<file path="config.mk">
export PLATFORM = sky130hd
export DESIGN_NAME = hccb_ram
export DESIGN_NICKNAME = d
export VERILOG_FILES = /design/src/hdl/huffman_canonical_code_builder_defines.svh /design/src/hdl/hccb_ram.sv
export SDC_FILE = /design/constraint.sdc
export NUM_CORES = 1
export LEC_CHECK = 0
export BUFFER_PORTS_ARGS = -buffer_cell sky130_fd_sc_hd__buf_4
export CAP_MARGIN = 20
export CORE_ASPECT_RATIO = 0.75
export CORE_MARGIN = 2
export CORE_UTILIZATION = 35
export DETAILED_ROUTE_END_ITERATION = 12
export PLACE_DENSITY = 0.6
export SETUP_SLACK_MARGIN = 0.5
export SLEW_MARGIN = 25
export SYNTH_ARGS = -nofsm -noshare
export SYNTH_HDL_FRONTEND = slang
export SYNTH_SLANG_ARGS = --single-unit
</file>
<file path="constraint.sdc">
create_clock -name clk -period 5.2 [get_ports clk]
set_input_delay 0.52 -clock clk [delete_from_list [all_inputs] [get_ports clk]]
set_output_delay 0.52 -clock clk [all_outputs]
set_load 0.005 [all_outputs]
</file>
<file path="src/hdl/huffman_canonical_code_builder_defines.svh">
// Assertion macros shared by the code builder RTL.
`ifndef HUFFMAN_CANONICAL_CODE_BUILDER_DEFINES_SVH
`define HUFFMAN_CANONICAL_CODE_BUILDER_DEFINES_SVH

// Same-cycle implication, sampled on clk, off while arst_n is low.
`define HCCB_ASSERT_IMP(lbl, ante, cons, msg) \
	lbl: assert property (@(posedge clk) disable iff (!arst_n) (ante) |-> (cons)) \
		else $error(msg);

// Next-cycle implication, sampled on clk, off while arst_n is low.
`define HCCB_ASSERT_NXT(lbl, ante, cons, msg) \
	lbl: assert property (@(posedge clk) disable iff (!arst_n) (ante) |=> (cons)) \
		else $error(msg);

`endif

</file>
<file path="src/hdl/hccb_ram.sv">
`default_nettype none
module hccb_ram #(
	parameter int WIDTH = 8,
	parameter int DEPTH = 16
) (
	input  wire logic                     clk,
	input  wire logic                     we,
	input  wire logic [$clog2(DEPTH)-1:0] waddr,
	input  wire logic [WIDTH-1:0]         wdata,
	input  wire logic                     re,
	input  wire logic [$clog2(DEPTH)-1:0] raddr,
	output logic      [WIDTH-1:0]         rdata
);
	logic [WIDTH-1:0] mem [DEPTH];

	always_ff @(posedge clk) begin
		if (we) begin
			mem[waddr] <= wdata;
		end
		if (re) begin
			rdata <= mem[raddr];
		end
	end
endmodule
`default_nettype wire

</file>
==> results of run 1 <==
routing by layer:
metal	GRT usage, %	up-vias	part of all wire [%]
met4	4.20	0	0.37
met1	21.1	1218	47
met2	20.2	81	45
met3	4.69	5	7.5
met5	0	-	0
li1	-	1058	-
critical path, stage by stage:
cell,delay (ns)
buf_4,0.47
mux4_2,0.62
a22oi_1,0.19
nand2_1,0.15
sequential cells by signal, indices dropped and copies added, names as in the netlist:
signal  count
mem       128
rdata       8
area by class of cell:
| type | instances | area (sq um) |
|---|---|---|
| Clock inverter | 15 | 184 |
| Fill cell | 1262 | 8320 |
| Sequential cell | 136 | 4080 |
| Tap cell | 200 | 250 |
| Clock buffer | 17 | 425 |
| Timing Repair Buffer | 29 | 218 |
| Multi-Input combinational cell | 83 | 1060 |
cells by family (layout without fill, tap and decap cells):
family	Yosys count	count (layout)	synth area share, %
AO/OA/AOI/OAI	16	16	2.30
multiplexers	32	32	14.8
buffers and inverters	10	61	1.65
flip-flops	136	136	78.1
AND/OR/NAND/NOR	35	35	3.14
power breakdown:
part           switching, mW  leakage [nW]  internal (mW)
registers            0.00714          1.24           1.24
clock network          0.434         0.293          0.794
logic                 0.0632         0.512         0.0494
total                  0.505          2.04           2.08
cells in the final DEF (no fill, tap or decap), drive strengths merged, types with 3 or more instances in the layout:
cell,synthesis,routed
clkinvlp,0,3
a22oi,16,16
buf,7,29
bufinv,0,4
clkinv,0,8
mux4,32,32
nor3,4,4
nand2,9,9
nor2,13,13
clkbuf,0,17
edfxtp,136,136
how the worst max path moves through the flow:
stage,to,startpoint,cells after the start
after floorplan,mem[0][0],waddr[2],2
after global placement,mem[0][2],waddr[2],3
after CTS,rdata[6],raddr[0],4
final,rdata[6],raddr[0],4
after global routing,rdata[1],raddr[0],4
after detailed placement,rdata[6],raddr[0],4
==> flow_summary.ini, run 1 <==
[sta]
final-hold-violation-count = 0
max_freq_mhz = 532
final_max_slew_viol_count = 0
finalSetupTns_ns = 0
fin_worst_skew_ns = 0.0207
rsz0062_at_grt = false
setup_viol = 0
tightest_slew_ns = 0.989
slew_headroom_pct = 33.8
min_period_ns = 1.88
fin_crit_sh_pct = 36.2
hold_ws_ns = 0.410
finalWorstSetupSlack_ns = 3.32

[yosys]
synth_fp_nets = 248
synth_cell_types = 18
yosys-top-cells-area = edfxtp_1 (78%), mux4_2 (7.8%), mux4_1 (7.0%)
synth_top_cell_area_share_pct = 78.1
synth_area_leader_cell = edfxtp_1
yosys_register_bits = 136
synthTopCellsByCount = edfxtp_1 (136), mux4_2 (18), a22oi_1 (16), mux4_1 (14), nor2_1 (13)
synth_ff_type = edfxtp_1
synth.most_common_cell = edfxtp_1
synth_warnings = 0
yosysSeqAreaShare_pct = 78.1
synth_area_sq_um = 5230
synth_edf_count = 136
syn_inst = 229
postSynthAreaPerCell_sq_um = 22.8
async_flop_share_pct = 0

[cts]
clk_transition_reported_paths_ns = 0.06
cts_max_level = 4
post_cts_resized = 0
clockBufferDepth = 2
postCtsSetupBuffers = 0
cts-root-buf = clkbuf_16
cts_tree = done
cts_buffers = 17
cts_hold_buffers = 0
clk_latency_ns = 0.41
cts.sinks = 136

[die]
die-area_sq_um = 15900
rows = 38
io_pins = 27
die_y_um = 110
initial_core_util_pct = 35.9
die_w_um = 145
design.core.area_sq_um = 14500

[detailed_routing]
vias = 2362
wl_um = 10300
drt-initial-drc-count = 299
drc = 0
drt_pre_antenna_iters = 4
wl_per_cell_um = 21.5
routed_via_density = 4.92
ant_nets = 0

[setup_path]
reg2reg_setup_slack_ns = 3.69
cp-start-kind = primary input
cp-end-kind = register
crit_required_ns = 5.32
worstPathMaxFanout = 32
timing.rr.start = mem[7][6]
path_class = primary input to register
regToRegEndpoint = rdata[6]
r2r_cells = 3
cp.arrival_ns = 2.00

[pwr]
power_leakage_nw = 2.04
total_power_mw = 2.58
powerDensity_nw_per_um2 = 415
peakVddDrop_mv = 0.234

[placement]
placed_area_sq_um = 5610
gp_congestion = 0.712
dp.cells = 448
pre_cts_ws_ns = 2.87
port_buffers = 26
place_hpwl_um = 6560

[hold_path]
min_path_type = primary input to register
min_from = wdata[0]
hold_path_end = mem[14][0]
min_path_cells = 1

[grt]
grt_pass1_wl_um = 15900
gr-total-overflow = 0
grt_pass1_vias = 2571
grt_max_degree = 33
grtUsageTotal_pct = 14.3
antenna_found_initial = 0

[finish]
syn2layout_area_growth_pct = 19.1
diodes = 0
final_nets = 286
drive_above_1_share_pct = 28.6
final_area_sq_um = 6230
final_util_pct = 42.8
stdcell_count = 480

[status]
status = completed

[run]
drv_cap = 0
Power figures use the tool's default switching activity.
==> run 2, diff against run 1 <==
- ABC_AREA: not set -> 1
- PLACE_DENSITY: 0.6 -> 0.62
- clock period: 5.2 -> 1.7 ns (I/O delays scaled with it)
==> flow_summary.ini, run 2 <==
[status]
status = completed

[detailed_routing]
wl_um = 14200
drt_pre_antenna_iters = 4
drc = 0
drt-initial-drc-count = 513
routed_via_density = 4.81
vias = 3937
ant_nets = 0
wl_per_cell_um = 17.3

[yosys]
synth.most_common_cell = nand2_1
yosys-top-cells-area = edfxtp_1 (70%), nand2_1 (11%), nand3_1 (8.3%)
synth_top_cell_area_share_pct = 69.8
synth_fp_nets = 570
synth_warnings = 0
synth_edf_count = 136
synth_ff_type = edfxtp_1
yosys_register_bits = 136
synth_cell_types = 11
async_flop_share_pct = 0
synth_area_leader_cell = edfxtp_1
synthTopCellsByCount = nand2_1 (173), edfxtp_1 (136), inv_1 (100), nand3_1 (97), nor2_1 (17)
yosysSeqAreaShare_pct = 69.8
synth_area_sq_um = 5850
syn_inst = 551
postSynthAreaPerCell_sq_um = 10.6

[pwr]
peakVddDrop_mv = 0.673
total_power_mw = 7.88
powerDensity_nw_per_um2 = 1130
power_leakage_nw = 2.99

[finish]
regMostFlops = mem
drive_above_1_share_pct = 15.1
final-seq-area_sq_um = 4080
fillerInstances = 1533
final_common_cell = nand2_1
final_area_sq_um = 7000
final_nets = 615
largest_reg_flops = 128
top_regs = mem: 128 flops, rdata: 8 flops
syn2layout_area_growth_pct = 19.7
diodes = 0
multi_input_area_sq_um = 1280
stdcell_count = 818
final_util_pct = 43.3
final_cell_mix = nand2_1 (173), edfxtp_1 (136), inv_1 (98)

[placement]
pre_cts_ws_ns = 0.219
placed_area_sq_um = 6360
port_buffers = 26
gp_congestion = 0.840
dp.cells = 787
place_hpwl_um = 8930

[setup_path]
crit_required_ns = 1.53
cp-end-kind = primary output
crit_family = flip-flops
cp_num_buf_inv = 1
regToRegEndpoint = rdata[3]
cp-start-kind = register
slowest_delay_ns = 0.48
crit_path_top_delay_cell = edfxtp_1
timing.rr.start = mem[12][3]
reg2reg_setup_slack_ns = 0.52
worstPathMaxFanout = 1
cp.arrival_ns = 1.06
crit_start = rdata[3]
crit_path_cell_trace = buf_6
path_class = register to primary output
r2r_cells = 6

[die]
rows = 40
initial_core_util_pct = 36.2
die_y_um = 116
io_pins = 27
design.core.area_sq_um = 16200
die_w_um = 153
die-area_sq_um = 17800

[grt]
grt_pass1_wl_um = 21400
grtUsageTotal_pct = 16.6
antenna_found_initial = 0
grt_max_degree = 51
gr-total-overflow = 0
grt_pass1_vias = 3716

[cts]
cts_buffers = 17
cts.sinks = 136
cts_tree = done
cts-root-buf = clkbuf_16
cts_max_level = 4
postCtsSetupBuffers = 0
clk_latency_ns = 0.41
clockBufferDepth = 2
clk_transition_reported_paths_ns = 0.06

[sta]
fin_crit_sh_pct = 72.5
max_freq_mhz = 812
hold_ws_ns = 0.0751
finalSetupTns_ns = 0
tightest_slew_ns = 0.433
setup_viol = 0
final_max_slew_viol_count = 0
min_period_ns = 1.23
final-hold-violation-count = 0
slew_headroom_pct = 71.1
fin_worst_skew_ns = 0.00622
finalWorstSetupSlack_ns = 0.468
rsz0062_at_grt = true

[run]
drv_cap = 0

[hold_path]
min_path_cells = 1
hold_path_end = rdata[0]
min_from = re
min_path_type = primary input to register
==> run 2: how the worst max path moves through the flow <==
stage / slack (ns) / cells past startpoint / endpoint
6_report: 0.47 / 1 / rdata[3]
5_1_grt: 0.46 / 6 / rdata[6]
4_1_cts: 0.47 / 1 / rdata[3]
3_5_place_dp: 0.22 / 8 / rdata[3]
3_3_place_gp: 0.21 / 8 / rdata[6]
2_1_floorplan: 0.58 / 2 / mem[10][0]
==> run 2: layout make-up <==
| type | instances | share of cell area, % |
|---|---|---|
| flip-flops and latches | 136 | 58.3 |
| clock buffers | 19 | 6.18 |
| repair buffers | 50 | 6.01 |
| clock inverters | 12 | 1.91 |
| well taps | 210 | 3.75 |
| multi-input cells | 289 | 18.3 |
| inverters | 102 | 5.47 |
==> run 2: repair_timing <==
item                       CTS  global route
pin swaps                    0             2
setup endpoints to repair    2             8
gates resized for setup      1            17
hold buffers                 0             0
==> run 2: metal layers <==
layer  GRT usage [%]  wire length [um]  vias to the layer above
li1                -                 -                     1872
met1            25.1              7000                     1920
met2            23.2              6040                      128
met3            3.70               941                       17
met4            6.60               212                        0
met5               0                 0                        -
==> run 2: cells by family after synthesis <==
| group | share of synthesized area (%) |
|---|---|
| buf+inv | 9.39 |
| simple gates | 20.8 |
| flops | 69.8 |
==> run 2: report_power, final <==
part	internal, mW	switching [mW]	total (mW)
registers	3.78	0.0271	3.81
clock network	2.26	1.30	3.57
logic	0.169	0.340	0.509
==> run 3, diff against run 2 <==
- PLACE_DENSITY: 0.62 -> 0.6
- clock period: 1.7 -> 1.2 ns (I/O delays scaled with it)
==> flow_summary.ini, run 3 (synthesized netlist as in run 2, its figures left out) <==
[detailed_routing]
wl_um = 14100
wl_per_cell_um = 17.1
routed_via_density = 4.81
drt_pre_antenna_iters = 7
ant_nets = 0
drc = 0
vias = 3947
drt-initial-drc-count = 264

[setup_path]
slowest_delay_ns = 0.47
regToRegEndpoint = rdata[4]
r2r_cells = 6
worstPathMaxFanout = 1
cp-start-kind = register
cp_num_buf_inv = 1
path_class = register to primary output
crit_required_ns = 1.08
cp-end-kind = primary output
cp.arrival_ns = 1.05
timing.rr.start = mem[13][4]
reg2reg_setup_slack_ns = 0.13
crit_path_cell_trace = buf_6
crit_path_top_delay_cell = edfxtp_1
crit_family = flip-flops

[pwr]
power_leakage_nw = 3.18
powerDensity_nw_per_um2 = 1610
peakVddDrop_mv = 0.957
total_power_mw = 12.2

[grt]
antenna_found_initial = 0
grt_max_degree = 44
gr-total-overflow = 0
grtUsageTotal_pct = 16.3
grt_pass1_vias = 3765
grt_pass1_wl_um = 21500

[placement]
port_buffers = 26
placed_area_sq_um = 6640
gp_congestion = 0.829
place_hpwl_um = 9020

[sta]
final-hold-violation-count = 0
rsz0062_at_grt = true
fin_worst_skew_ns = 0.00530
tightest_slew_ns = 0.418
slew_headroom_pct = 72.1
final_max_slew_viol_count = 0
max_freq_mhz = 856
hold_ws_ns = 0.0307
fin_crit_sh_pct = 97.3
min_period_ns = 1.17
setup_viol = 0
finalSetupTns_ns = 0

[cts]
clockBufferDepth = 2
cts_tree = done
clk_latency_ns = 0.42
cts_max_level = 4
cts-root-buf = clkbuf_16
clk_transition_reported_paths_ns = 0.06
cts_buffers = 17
cts.sinks = 136

[hold_path]
min_path_type = primary input to register
hold_path_end = mem[15][7]
min_path_cells = 1
min_from = wdata[7]

[finish]
final_cell_mix = nand2_1 (163), edfxtp_1 (136), inv_1 (96)
diodes = 0
drive_above_1_share_pct = 25.1
syn2layout_area_growth_pct = 30.0
final_util_pct = 47.0
largest_reg_flops = 128
top_regs = mem: 128 flops, rdata: 8 flops
final_nets = 616
regMostFlops = mem
final_common_cell = nand2_1
final_area_sq_um = 7600

[run]
drv_cap = 0

[die]
rows = 40
design.core.area_sq_um = 16200
die_w_um = 153
io_pins = 27
die_y_um = 116
die-area_sq_um = 17800
initial_core_util_pct = 36.2

[status]
status = completed
==> run 3: routing by layer <==
layer | global-route usage (%) | vias up | wire length, um
met5 | 0 | - | 0
met4 | 5.56 | 0 | 163
met3 | 3.81 | 15 | 872
met2 | 23.9 | 127 | 6350
met1 | 23.9 | 1928 | 6670
li1 | - | 1877 | -
==> run 3: worst max-delay path by stage <==
| stage | startpoint | to | slack [ns] | cells past startpoint |
|---|---|---|---|---|
| global placement | raddr[0] | rdata[2] | -0.13 | 8 |
| finish | rdata[5] | rdata[5] | 0.03 | 1 |
| global route | rdata[5] | rdata[5] | 0.02 | 1 |
| detailed placement | raddr[0] | rdata[2] | -0.14 | 8 |
| CTS | rdata[5] | rdata[5] | 0.04 | 1 |
| floorplan | waddr[2] | mem[10][0] | 0.21 | 2 |
==> run 3: per-stage QoR <==
stage	setup WS (ns)	std cells
finish	0.0323	820
global route	0.0229	820
CTS	0.0403	818
detailed placement	-0.140	785
global placement	-0.131	785
floorplan	0.206	551
==> run 3: power breakdown <==
group | internal, mW | switching [mW]
registers | 5.35 | 0.0382
logic | 0.325 | 0.537
clock network | 4.07 | 1.92
==> run 3: area by class of cell <==
class	count	area, sq um
fill	1423	8560
sequential	136	4080
multi-input combinational	289	1550
timing repair buffer	51	633
clock buffer	17	425
inverter	102	388
tap	210	263
clock inverter	15	255
==> run 3: what timing repair did <==
item,in CTS,in global routing
pin swaps,22,29
buffers inserted,1,2
hold buffers,0,0
resized for setup,27,28
setup endpoints to repair,91,104
